<file path="config.mk">
export PLATFORM = sky130hd
export DESIGN_NAME = eight_zone_line_rasterizer
export DESIGN_NICKNAME = d
export VERILOG_FILES = /design/src/rtl/ezlr_pkg.sv /design/src/rtl/ezlr_setup.sv /design/src/rtl/ezlr_core.sv /design/src/rtl/eight_zone_line_rasterizer.sv
export SDC_FILE = /design/constraint.sdc
export NUM_CORES = 1
export LEC_CHECK = 0
export ABC_AREA = 1
export BUFFER_PORTS_ARGS = -buffer_cell sky130_fd_sc_hd__buf_2
export CORE_MARGIN = 10
export CORE_UTILIZATION = 60
export CTS_BUF_LIST = sky130_fd_sc_hd__clkbuf_4
export CTS_CLUSTER_DIAMETER = 150
export DETAILED_ROUTE_END_ITERATION = 8
export PLACE_DENSITY = 0.75
export SYNTH_ARGS = -nofsm -noshare
export SYNTH_HDL_FRONTEND = slang
export SYNTH_SLANG_ARGS = --single-unit
</file>
<file path="constraint.sdc">
create_clock -name clk_i -period 5.9 [get_ports clk_i]
set_clock_uncertainty 0.2 [all_clocks]
set_input_delay 0.885 -clock clk_i [delete_from_list [all_inputs] [get_ports clk_i]]
set_output_delay 0.885 -clock clk_i [all_outputs]
set_load 0.02 [all_outputs]
</file>
<file path="src/rtl/ezlr_pkg.sv">
// ----------------------------------------------------------------------------
// ezlr_pkg
// shared types and constants of the eight zone line rasterizer
// ----------------------------------------------------------------------------
package ezlr_pkg;

  localparam int unsigned COORD_BITS_DEF = 11;

  // item kinds carried on the input tuser bit
  localparam logic MODE_LOAD = 1'b0;
  localparam logic MODE_STEP = 1'b1;

  // octant of the line vector, counter-clockwise from east-north-east
  typedef enum logic [2:0] {
    OCT_ENE = 3'd0,
    OCT_NNE = 3'd1,
    OCT_NNW = 3'd2,
    OCT_WNW = 3'd3,
    OCT_WSW = 3'd4,
    OCT_SSW = 3'd5,
    OCT_SSE = 3'd6,
    OCT_ESE = 3'd7
  } oct_e;

endpackage

</file>
<file path="src/rtl/ezlr_setup.sv">
// ----------------------------------------------------------------------------
// ezlr_setup
// line setup: octant, mirror into octant zero, decision term and increments
// ----------------------------------------------------------------------------
module ezlr_setup #(
  parameter int unsigned COORD_BITS = ezlr_pkg::COORD_BITS_DEF
) (
  input  logic signed [COORD_BITS-1:0] start_x_i,
  input  logic signed [COORD_BITS-1:0] start_y_i,
  input  logic signed [COORD_BITS-1:0] end_x_i,
  input  logic signed [COORD_BITS-1:0] end_y_i,
  output ezlr_pkg::oct_e               octant_o,
  output logic signed [COORD_BITS:0]   walk_x_o,
  output logic signed [COORD_BITS:0]   walk_y_o,
  output logic signed [COORD_BITS:0]   stop_x_o,
  output logic signed [COORD_BITS+3:0] decision_o,
  output logic signed [COORD_BITS+2:0] step_e_o,
  output logic signed [COORD_BITS+2:0] step_ne_o
);

  localparam int unsigned W  = COORD_BITS + 1;
  localparam int unsigned DW = COORD_BITS + 4;
  localparam int unsigned SW = COORD_BITS + 3;

  logic signed [W-1:0]  sx, sy, ex, ey;
  logic signed [W-1:0]  dx, dy, adx, ady;
  logic signed [W-1:0]  major, minor;
  logic                 steep;
  ezlr_pkg::oct_e       oct;
  logic signed [DW-1:0] major_w, minor_w;
  logic signed [SW-1:0] major_s, minor_s;

  // octant-zero x of a point
  function automatic logic signed [W-1:0] zero_a(ezlr_pkg::oct_e o,
                                                 logic signed [W-1:0] x,
                                                 logic signed [W-1:0] y);
    logic signed [W-1:0] r;
    unique case (o)
      ezlr_pkg::OCT_ENE: r = x;
      ezlr_pkg::OCT_NNE: r = y;
      ezlr_pkg::OCT_NNW: r = y;
      ezlr_pkg::OCT_WNW: r = -x;
      ezlr_pkg::OCT_WSW: r = -x;
      ezlr_pkg::OCT_SSW: r = -y;
      ezlr_pkg::OCT_SSE: r = -y;
      default:           r = x;
    endcase
    return r;
  endfunction

  // octant-zero y of a point
  function automatic logic signed [W-1:0] zero_b(ezlr_pkg::oct_e o,
                                                 logic signed [W-1:0] x,
                                                 logic signed [W-1:0] y);
    logic signed [W-1:0] r;
    unique case (o)
      ezlr_pkg::OCT_ENE: r = y;
      ezlr_pkg::OCT_NNE: r = x;
      ezlr_pkg::OCT_NNW: r = -x;
      ezlr_pkg::OCT_WNW: r = y;
      ezlr_pkg::OCT_WSW: r = -y;
      ezlr_pkg::OCT_SSW: r = -x;
      ezlr_pkg::OCT_SSE: r = x;
      default:           r = -y;
    endcase
    return r;
  endfunction

  assign sx = {start_x_i[COORD_BITS-1], start_x_i};
  assign sy = {start_y_i[COORD_BITS-1], start_y_i};
  assign ex = {end_x_i[COORD_BITS-1], end_x_i};
  assign ey = {end_y_i[COORD_BITS-1], end_y_i};

  assign dx  = ex - sx;
  assign dy  = ey - sy;
  assign adx = dx[W-1] ? -dx : dx;
  assign ady = dy[W-1] ? -dy : dy;

  // ties go to the flat octant
  assign steep = ady > adx;

  always_comb begin
    unique case ({dx[W-1], dy[W-1]})
      2'b00:   oct = steep ? ezlr_pkg::OCT_NNE : ezlr_pkg::OCT_ENE;
      2'b10:   oct = steep ? ezlr_pkg::OCT_NNW : ezlr_pkg::OCT_WNW;
      2'b11:   oct = steep ? ezlr_pkg::OCT_SSW : ezlr_pkg::OCT_WSW;
      default: oct = steep ? ezlr_pkg::OCT_SSE : ezlr_pkg::OCT_ESE;
    endcase
  end

  // octant-zero deltas are the long and short axis lengths
  assign major = steep ? ady : adx;
  assign minor = steep ? adx : ady;

  assign major_w = DW'(major);
  assign minor_w = DW'(minor);
  assign major_s = SW'(major);
  assign minor_s = SW'(minor);

  assign octant_o   = oct;
  assign walk_x_o   = zero_a(oct, sx, sy);
  assign walk_y_o   = zero_b(oct, sx, sy);
  assign stop_x_o   = zero_a(oct, ex, ey);
  assign decision_o = (minor_w <<< 1) - major_w;
  assign step_e_o   = minor_s <<< 1;
  assign step_ne_o  = (minor_s - major_s) <<< 1;

endmodule

</file>
<file path="src/rtl/ezlr_core.sv">
// ----------------------------------------------------------------------------
// ezlr_core
// line walk state, one midpoint step per item and mapping back to the octant
// ----------------------------------------------------------------------------
module ezlr_core #(
  parameter int unsigned COORD_BITS = ezlr_pkg::COORD_BITS_DEF
) (
  input  logic                         clk_i,
  input  logic                         rst_ni,
  input  logic                         adv_i,
  input  logic                         mode_i,
  input  ezlr_pkg::oct_e               octant_i,
  input  logic signed [COORD_BITS:0]   walk_x_i,
  input  logic signed [COORD_BITS:0]   walk_y_i,
  input  logic signed [COORD_BITS:0]   stop_x_i,
  input  logic signed [COORD_BITS+3:0] decision_i,
  input  logic signed [COORD_BITS+2:0] step_e_i,
  input  logic signed [COORD_BITS+2:0] step_ne_i,
  output logic signed [COORD_BITS-1:0] pix_x_o,
  output logic signed [COORD_BITS-1:0] pix_y_o,
  output logic                         pix_valid_o,
  output logic                         pix_last_o
);

  localparam int unsigned W  = COORD_BITS + 1;
  localparam int unsigned DW = COORD_BITS + 4;
  localparam int unsigned SW = COORD_BITS + 3;

  logic                 busy_q, busy_d;
  ezlr_pkg::oct_e       oct_q, oct_d;
  logic signed [W-1:0]  walk_x_q, walk_x_d;
  logic signed [W-1:0]  walk_y_q, walk_y_d;
  logic signed [W-1:0]  stop_x_q, stop_x_d;
  logic signed [DW-1:0] dec_q, dec_d;
  logic signed [SW-1:0] step_e_q, step_e_d;
  logic signed [SW-1:0] step_ne_q, step_ne_d;

  logic                 do_step, last;
  logic signed [W-1:0]  na, nb, px, py;

  assign do_step = (mode_i == ezlr_pkg::MODE_STEP) && busy_q;
  assign last    = walk_x_q >= stop_x_q;
  assign na      = -walk_x_q;
  assign nb      = -walk_y_q;

  always_comb begin
    unique case (oct_q)
      ezlr_pkg::OCT_ENE: begin px = walk_x_q; py = walk_y_q; end
      ezlr_pkg::OCT_NNE: begin px = walk_y_q; py = walk_x_q; end
      ezlr_pkg::OCT_NNW: begin px = nb;       py = walk_x_q; end
      ezlr_pkg::OCT_WNW: begin px = na;       py = walk_y_q; end
      ezlr_pkg::OCT_WSW: begin px = na;       py = nb;       end
      ezlr_pkg::OCT_SSW: begin px = nb;       py = na;       end
      ezlr_pkg::OCT_SSE: begin px = walk_y_q; py = na;       end
      default:           begin px = walk_x_q; py = nb;       end
    endcase
  end

  assign pix_x_o     = do_step ? px[COORD_BITS-1:0] : '0;
  assign pix_y_o     = do_step ? py[COORD_BITS-1:0] : '0;
  assign pix_valid_o = do_step;
  assign pix_last_o  = do_step && last;

  always_comb begin
    busy_d    = busy_q;
    oct_d     = oct_q;
    walk_x_d  = walk_x_q;
    walk_y_d  = walk_y_q;
    stop_x_d  = stop_x_q;
    dec_d     = dec_q;
    step_e_d  = step_e_q;
    step_ne_d = step_ne_q;
    if (adv_i) begin
      if (mode_i == ezlr_pkg::MODE_LOAD) begin
        busy_d    = 1'b1;
        oct_d     = octant_i;
        walk_x_d  = walk_x_i;
        walk_y_d  = walk_y_i;
        stop_x_d  = stop_x_i;
        dec_d     = decision_i;
        step_e_d  = step_e_i;
        step_ne_d = step_ne_i;
      end else if (busy_q) begin
        // negative decision moves east, otherwise north-east
        if (dec_q[DW-1]) begin
          dec_d = dec_q + DW'(step_e_q);
        end else begin
          dec_d    = dec_q + DW'(step_ne_q);
          walk_y_d = walk_y_q + W'(1);
        end
        walk_x_d = walk_x_q + W'(1);
        busy_d   = !last;
      end
    end
  end

  always_ff @(posedge clk_i or negedge rst_ni) begin
    if (!rst_ni) begin
      busy_q    <= 1'b0;
      oct_q     <= ezlr_pkg::OCT_ENE;
      walk_x_q  <= '0;
      walk_y_q  <= '0;
      stop_x_q  <= '0;
      dec_q     <= '0;
      step_e_q  <= '0;
      step_ne_q <= '0;
    end else begin
      busy_q    <= busy_d;
      oct_q     <= oct_d;
      walk_x_q  <= walk_x_d;
      walk_y_q  <= walk_y_d;
      stop_x_q  <= stop_x_d;
      dec_q     <= dec_d;
      step_e_q  <= step_e_d;
      step_ne_q <= step_ne_d;
    end
  end

endmodule

</file>
<file path="src/rtl/eight_zone_line_rasterizer.sv">
// ----------------------------------------------------------------------------
// eight_zone_line_rasterizer
// midpoint line rasterizer over all eight octants, stream in and stream out
// ----------------------------------------------------------------------------
// Every input item gives exactly one output item. A load item (tuser 0)
// takes two endpoints and gives an output item with tuser 0 and zero data.
// Each step item (tuser 1) gives the next pixel of the line with tuser 1,
// from the start point to the end point inclusive; tlast marks the final
// pixel. A step with no line in progress gives tuser 0 and zero data.
// The block takes one item per clock while the output is not stalled:
// an item passes an input register, the setup or walk logic and a result
// register, and a stalled output holds the item in the input register. The
// rate is set by the decision update of the line walk.
module eight_zone_line_rasterizer #(
  parameter int unsigned COORD_BITS = ezlr_pkg::COORD_BITS_DEF
) (
  input  logic                                   clk_i,
  input  logic                                   rst_ni,
  input  logic                                   s_axis_tvalid,
  output logic                                   s_axis_tready,
  // start_x, start_y, end_x, end_y, zero pad
  input  logic [((4*COORD_BITS+7)/8)*8-1:0]      s_axis_tdata,
  // mode
  input  logic                                   s_axis_tuser,
  output logic                                   m_axis_tvalid,
  input  logic                                   m_axis_tready,
  // pix_x, pix_y, zero pad
  output logic [((2*COORD_BITS+7)/8)*8-1:0]      m_axis_tdata,
  // pix_valid
  output logic                                   m_axis_tuser,
  output logic                                   m_axis_tlast
);

  localparam int unsigned N     = COORD_BITS;
  localparam int unsigned OUT_W = ((2*COORD_BITS+7)/8)*8;

  logic                 in_valid_q, in_valid_d;
  logic                 in_mode_q;
  logic [4*N-1:0]       in_coords_q;
  logic                 out_valid_q, out_valid_d;
  logic signed [N-1:0]  out_x_q, out_y_q;
  logic                 out_pv_q, out_pl_q;

  logic                 s_acc, advance;

  ezlr_pkg::oct_e       su_oct;
  logic signed [N:0]    su_walk_x, su_walk_y, su_stop_x;
  logic signed [N+3:0]  su_dec;
  logic signed [N+2:0]  su_step_e, su_step_ne;

  logic signed [N-1:0]  pix_x, pix_y;
  logic                 pix_valid, pix_last;

  assign advance       = in_valid_q && (!out_valid_q || m_axis_tready);
  assign s_axis_tready = !in_valid_q || advance;
  assign s_acc         = s_axis_tvalid && s_axis_tready;

  always_comb begin
    in_valid_d = in_valid_q;
    if (s_acc) begin
      in_valid_d = 1'b1;
    end else if (advance) begin
      in_valid_d = 1'b0;
    end
    out_valid_d = out_valid_q;
    if (advance) begin
      out_valid_d = 1'b1;
    end else if (m_axis_tready) begin
      out_valid_d = 1'b0;
    end
  end

  always_ff @(posedge clk_i or negedge rst_ni) begin
    if (!rst_ni) begin
      in_valid_q  <= 1'b0;
      out_valid_q <= 1'b0;
    end else begin
      in_valid_q  <= in_valid_d;
      out_valid_q <= out_valid_d;
    end
  end

  always_ff @(posedge clk_i) begin
    if (s_acc) begin
      in_mode_q   <= s_axis_tuser;
      in_coords_q <= s_axis_tdata[4*N-1:0];
    end
    if (advance) begin
      out_x_q  <= pix_x;
      out_y_q  <= pix_y;
      out_pv_q <= pix_valid;
      out_pl_q <= pix_last;
    end
  end

  ezlr_setup #(
    .COORD_BITS (COORD_BITS)
  ) u_setup (
    .start_x_i  (in_coords_q[N-1:0]),
    .start_y_i  (in_coords_q[2*N-1:N]),
    .end_x_i    (in_coords_q[3*N-1:2*N]),
    .end_y_i    (in_coords_q[4*N-1:3*N]),
    .octant_o   (su_oct),
    .walk_x_o   (su_walk_x),
    .walk_y_o   (su_walk_y),
    .stop_x_o   (su_stop_x),
    .decision_o (su_dec),
    .step_e_o   (su_step_e),
    .step_ne_o  (su_step_ne)
  );

  ezlr_core #(
    .COORD_BITS (COORD_BITS)
  ) u_core (
    .clk_i       (clk_i),
    .rst_ni      (rst_ni),
    .adv_i       (advance),
    .mode_i      (in_mode_q),
    .octant_i    (su_oct),
    .walk_x_i    (su_walk_x),
    .walk_y_i    (su_walk_y),
    .stop_x_i    (su_stop_x),
    .decision_i  (su_dec),
    .step_e_i    (su_step_e),
    .step_ne_i   (su_step_ne),
    .pix_x_o     (pix_x),
    .pix_y_o     (pix_y),
    .pix_valid_o (pix_valid),
    .pix_last_o  (pix_last)
  );

  assign m_axis_tvalid = out_valid_q;
  assign m_axis_tdata  = OUT_W'({out_y_q, out_x_q});
  assign m_axis_tuser  = out_pv_q;
  assign m_axis_tlast  = out_pl_q;

`ifndef ASSERT_OFF
  a_no_pix_zero: assert property (@(posedge clk_i) disable iff (!rst_ni)
    m_axis_tvalid && !m_axis_tuser |-> (m_axis_tdata == '0) && !m_axis_tlast)
    else $error("non-pixel item carries data");

  a_in_hold: assert property (@(posedge clk_i) disable iff (!rst_ni)
    in_valid_q && !advance |=> in_valid_q)
    else $error("input register lost an item");

  a_load_no_pix: assert property (@(posedge clk_i) disable iff (!rst_ni)
    advance && (in_mode_q == ezlr_pkg::MODE_LOAD) |=> out_valid_q && !out_pv_q)
    else $error("load item produced a pixel");

  a_ready_free: assert property (@(posedge clk_i) disable iff (!rst_ni)
    !out_valid_q |-> s_axis_tready)
    else $error("input stalled with empty result register");
`endif

endmodule
</file>
==> flow_summary_export.csv <==
group,metric,value,unit
outcome,run_status,"finished clean",
clock_tree,ctsRootBufferMaster,"sky130_fd_sc_hd__clkbuf_4",
drt,detailroute.via_count,13088,
power_and_ir_drop,totalPowerFinal,9.27,mW
layout,post_layout_nonfiller_instances,2301,
logic_synthesis,synth_area_leader_cell,"sky130_fd_sc_hd__nand2_1",
drt,final_antenna_net_count,0,
layout,areaGrowthSynthToFinish,10.1,%
setup_path,arrival_time_of_the_worst_setup_path,5.84,ns
drt,initialDrtViolationCount,1234,
sta,worstMarginPinSlew,1.15,ns
layout,final_layout_size_suffix_gt1_frac,0.150,
sta,setup_viol,0,
grt,global_route.overflow_total,0,
drt,drtPass1Iterations,6,
placement,gp_congestion,0.968,
grt,pin_count_of_the_biggest_net_entering_global_routing,55,
setup_path,slowest_delay,0.52,ns
logic_synthesis,ys_dominant_reg_cell,"sky130_fd_sc_hd__dfrtp_1",
grt,grt_pass1_wl,61100,um
logic_synthesis,synth_edf_count,69,
clock_tree,clock_tree.htree_level_count,4,
setup_path,path_common_cell,"sky130_fd_sc_hd__nand2_1",
logic_synthesis,syn_avg_cell_area,6.96,um^2
sta,hold_slack,0.281,ns
drt,drc_errors_left,0,
layout,mostFrequentLayoutCells,"sky130_fd_sc_hd__nand2_1 (572), sky130_fd_sc_hd__inv_1 (231), sky130_fd_sc_hd__nand3_1 (144)",
sta,fin_crit,5.54,ns
hold_path,hp-class,"input port to register",
drt,dr_wl_met3,2960,um
grt,grt_pass1_vias,12055,
die,floorplan.die.width,169,um
power_and_ir_drop,worst_ir_drop_vdd,0.238,mV
sta,slew_headroom,0.235,
placement,dpl.cell_count,2257,
logic_synthesis,post_synth_inst_count,1917,
drt,highest-signal-layer,"met4",
sta,timing.final.max_slew_violations,0,
drt,avgViaCountPerCell,5.69,
die,starting_density_of_the_core,0.611,
setup_path,crit_required,6.20,ns
grt,grt_use_total,0.260,
logic_synthesis,netlist_area,13300,um^2
setup_path,setup.worst_path.start_class,"register",
die,std_cell_rows,54,
logic_synthesis,asyncSetResetFlopFracSynth,0.537,
placement,dp_hpwl,29800,um
setup_path,cpMaxStageDelayCell,"sky130_fd_sc_hd__fa_1",
die,core_region,21800,um^2
layout,design.final.nets,2143,
drt,met2WireLength,16500,um
sta,timing.fmax,180,MHz
placement,place.port_buffers,74,
logic_synthesis,synth-seq-area-share,0.305,
layout,layout_commonest_cell,"sky130_fd_sc_hd__nand2_1",
clock_tree,clk_transition_reported_paths,0.15,ns
logic_synthesis,synth.ff_latch_count,149,
setup_path,worst-setup-path-type,"register to register",
clock_tree,clock-sinks,149,
die,die_area,28600,um^2
die,io-pin-count,81,
logic_synthesis,yosys.cell_types.count,61,
drt,route.detailed.wl_per_inst,16.6,um
setup_path,critical_path_peak_fanout,7,
grt,initial_antenna_violation_count,1,
run,max_cap_viols,0,
sta,final_min_period_over_clock_period,0.940,
drt,wl_met1,17500,um
logic_synthesis,synth_area_leaders,"sky130_fd_sc_hd__nand2_1 (16%), sky130_fd_sc_hd__edfxtp_1 (16%), sky130_fd_sc_hd__dfrtp_1 (15%)",
setup_path,ff2ff_setup_slack,0.36,ns
drt,wirelength,38200,um
clock_tree,cts_buffer_depth,2,
clock_tree,cts_buffers,17,
power_and_ir_drop,leakage,7.32,nW
logic_synthesis,ys_warn_count,0,
clock_tree,tritoncts,"built",
clock_tree,clock_insertion_delay_worst_skew,0.58,ns
logic_synthesis,synth.top_cell.area_share,0.163,
sta,final_hold_violating_endpoints,0,
die,chipHeight,169,um
setup_path,worstSetupEndpointType,"register",
power_and_ir_drop,powerDensity,631,nW/um^2
cell usage after synthesis (29+ instances only):
library cell / number
sky130_fd_sc_hd__clkbuf_1: 29
sky130_fd_sc_hd__edfxtp_1: 69
sky130_fd_sc_hd__a21oi_1: 95
sky130_fd_sc_hd__inv_1: 234
sky130_fd_sc_hd__nand2_2: 30
sky130_fd_sc_hd__nor3_1: 30
sky130_fd_sc_hd__o21ai_0: 98
sky130_fd_sc_hd__nor2_1: 104
sky130_fd_sc_hd__o21ai_1: 32
sky130_fd_sc_hd__ha_1: 79
sky130_fd_sc_hd__nand2_1: 580
sky130_fd_sc_hd__nand3_1: 146
sky130_fd_sc_hd__dfrtp_1: 80
sky130_fd_sc_hd__xor2_1: 45
sequential cells by signal, summed over array words and instances, names as in the netlist, 3 cells and up:
| name | flops |
|---|---|
| u_core.stop_x_q | 12 |
| out_x_q | 11 |
| u_core.dec_q | 14 |
| u_core.oct_q | 3 |
| u_core.step_ne_q | 13 |
| u_core.walk_x_q | 12 |
| u_core.step_e_q | 12 |
| in_coords_q | 44 |
| out_y_q | 11 |
| u_core.walk_y_q | 11 |
path summary, 6_finish.rpt:
kind,start,endpoint,depth (start not counted)
min in group asynchronous,rst_ni,u_core.stop_x_q[0],2
hold / removal,s_axis_tdata[12],in_coords_q[12],1
max in group asynchronous,rst_ni,u_core.step_ne_q[3],3
setup reg to reg,in_coords_q[22],u_core.dec_q[12],41
hold reg to reg,u_core.step_ne_q[2],u_core.step_ne_q[2],2
setup / recovery,in_coords_q[22],u_core.dec_q[12],41
where the power goes:
part / internal (mW) / switching, mW / leakage [nW] / total [mW]
Sequential: 1.44 / 0.279 / 1.64 / 1.72
Combinational: 2.41 / 4.44 / 5.52 / 6.85
Clock: 0.263 / 0.436 / 0.158 / 0.699
metal layers:
metal	global-route usage	up-vias
met2	0.387	495
met1	0.370	5982
met5	0	-
met4	0.0934	0
met3	0.0463	68
li1	-	6543
metrics by stage:
step	setup TNS, ns	cell area (um^2)	util	setup slack, ns
after global placement	0	14100	0.644	0.220
after CTS	0	14400	0.659	0.0845
final	0	14700	0.673	0.357
after detailed placement	0	14100	0.644	0.106
after floorplan	0	13300	-	0.800
after global routing	-0.228	14700	0.673	-0.0402
what timing repair did:
item	CTS	global route
setup endpoints to repair	0	52
hold buffers	1	0
resized for setup	0	50
buffers inserted	0	9
endpoints found under the hold margin	2	0
layout make-up:
class	instances	area, um^2
Multi-Input combinational cell	1459	8260
Fill cell	1988	7140
Sequential cell	149	4070
Inverter	260	976
Timing Repair Buffer	120	724
Tap cell	280	350
Clock inverter	15	175
Clock buffer	17	128
Antenna cell	1	2.50
cells by family after synthesis:
logic type | share of synthesized area
and+or+nand+nor | 0.320
AOI/OAI and AO/OA | 0.158
buffers and inverters | 0.0943
DFF | 0.305
adders and majority gates | 0.0801
xor gates and xnor gates | 0.0404
other | 0.000281
muxes | 0.00169
critical path: cells and delay by family, from the launching register on:
kind | cells | cell delay (ns)
simple gates | 25 | 2.23
fa+ha+maj | 5 | 1.59
buf+inv | 8 | 0.61
flops | 1 | 0.47
compound gates | 3 | 0.41
No activity file was read; power rests on OpenSTA's default activity.
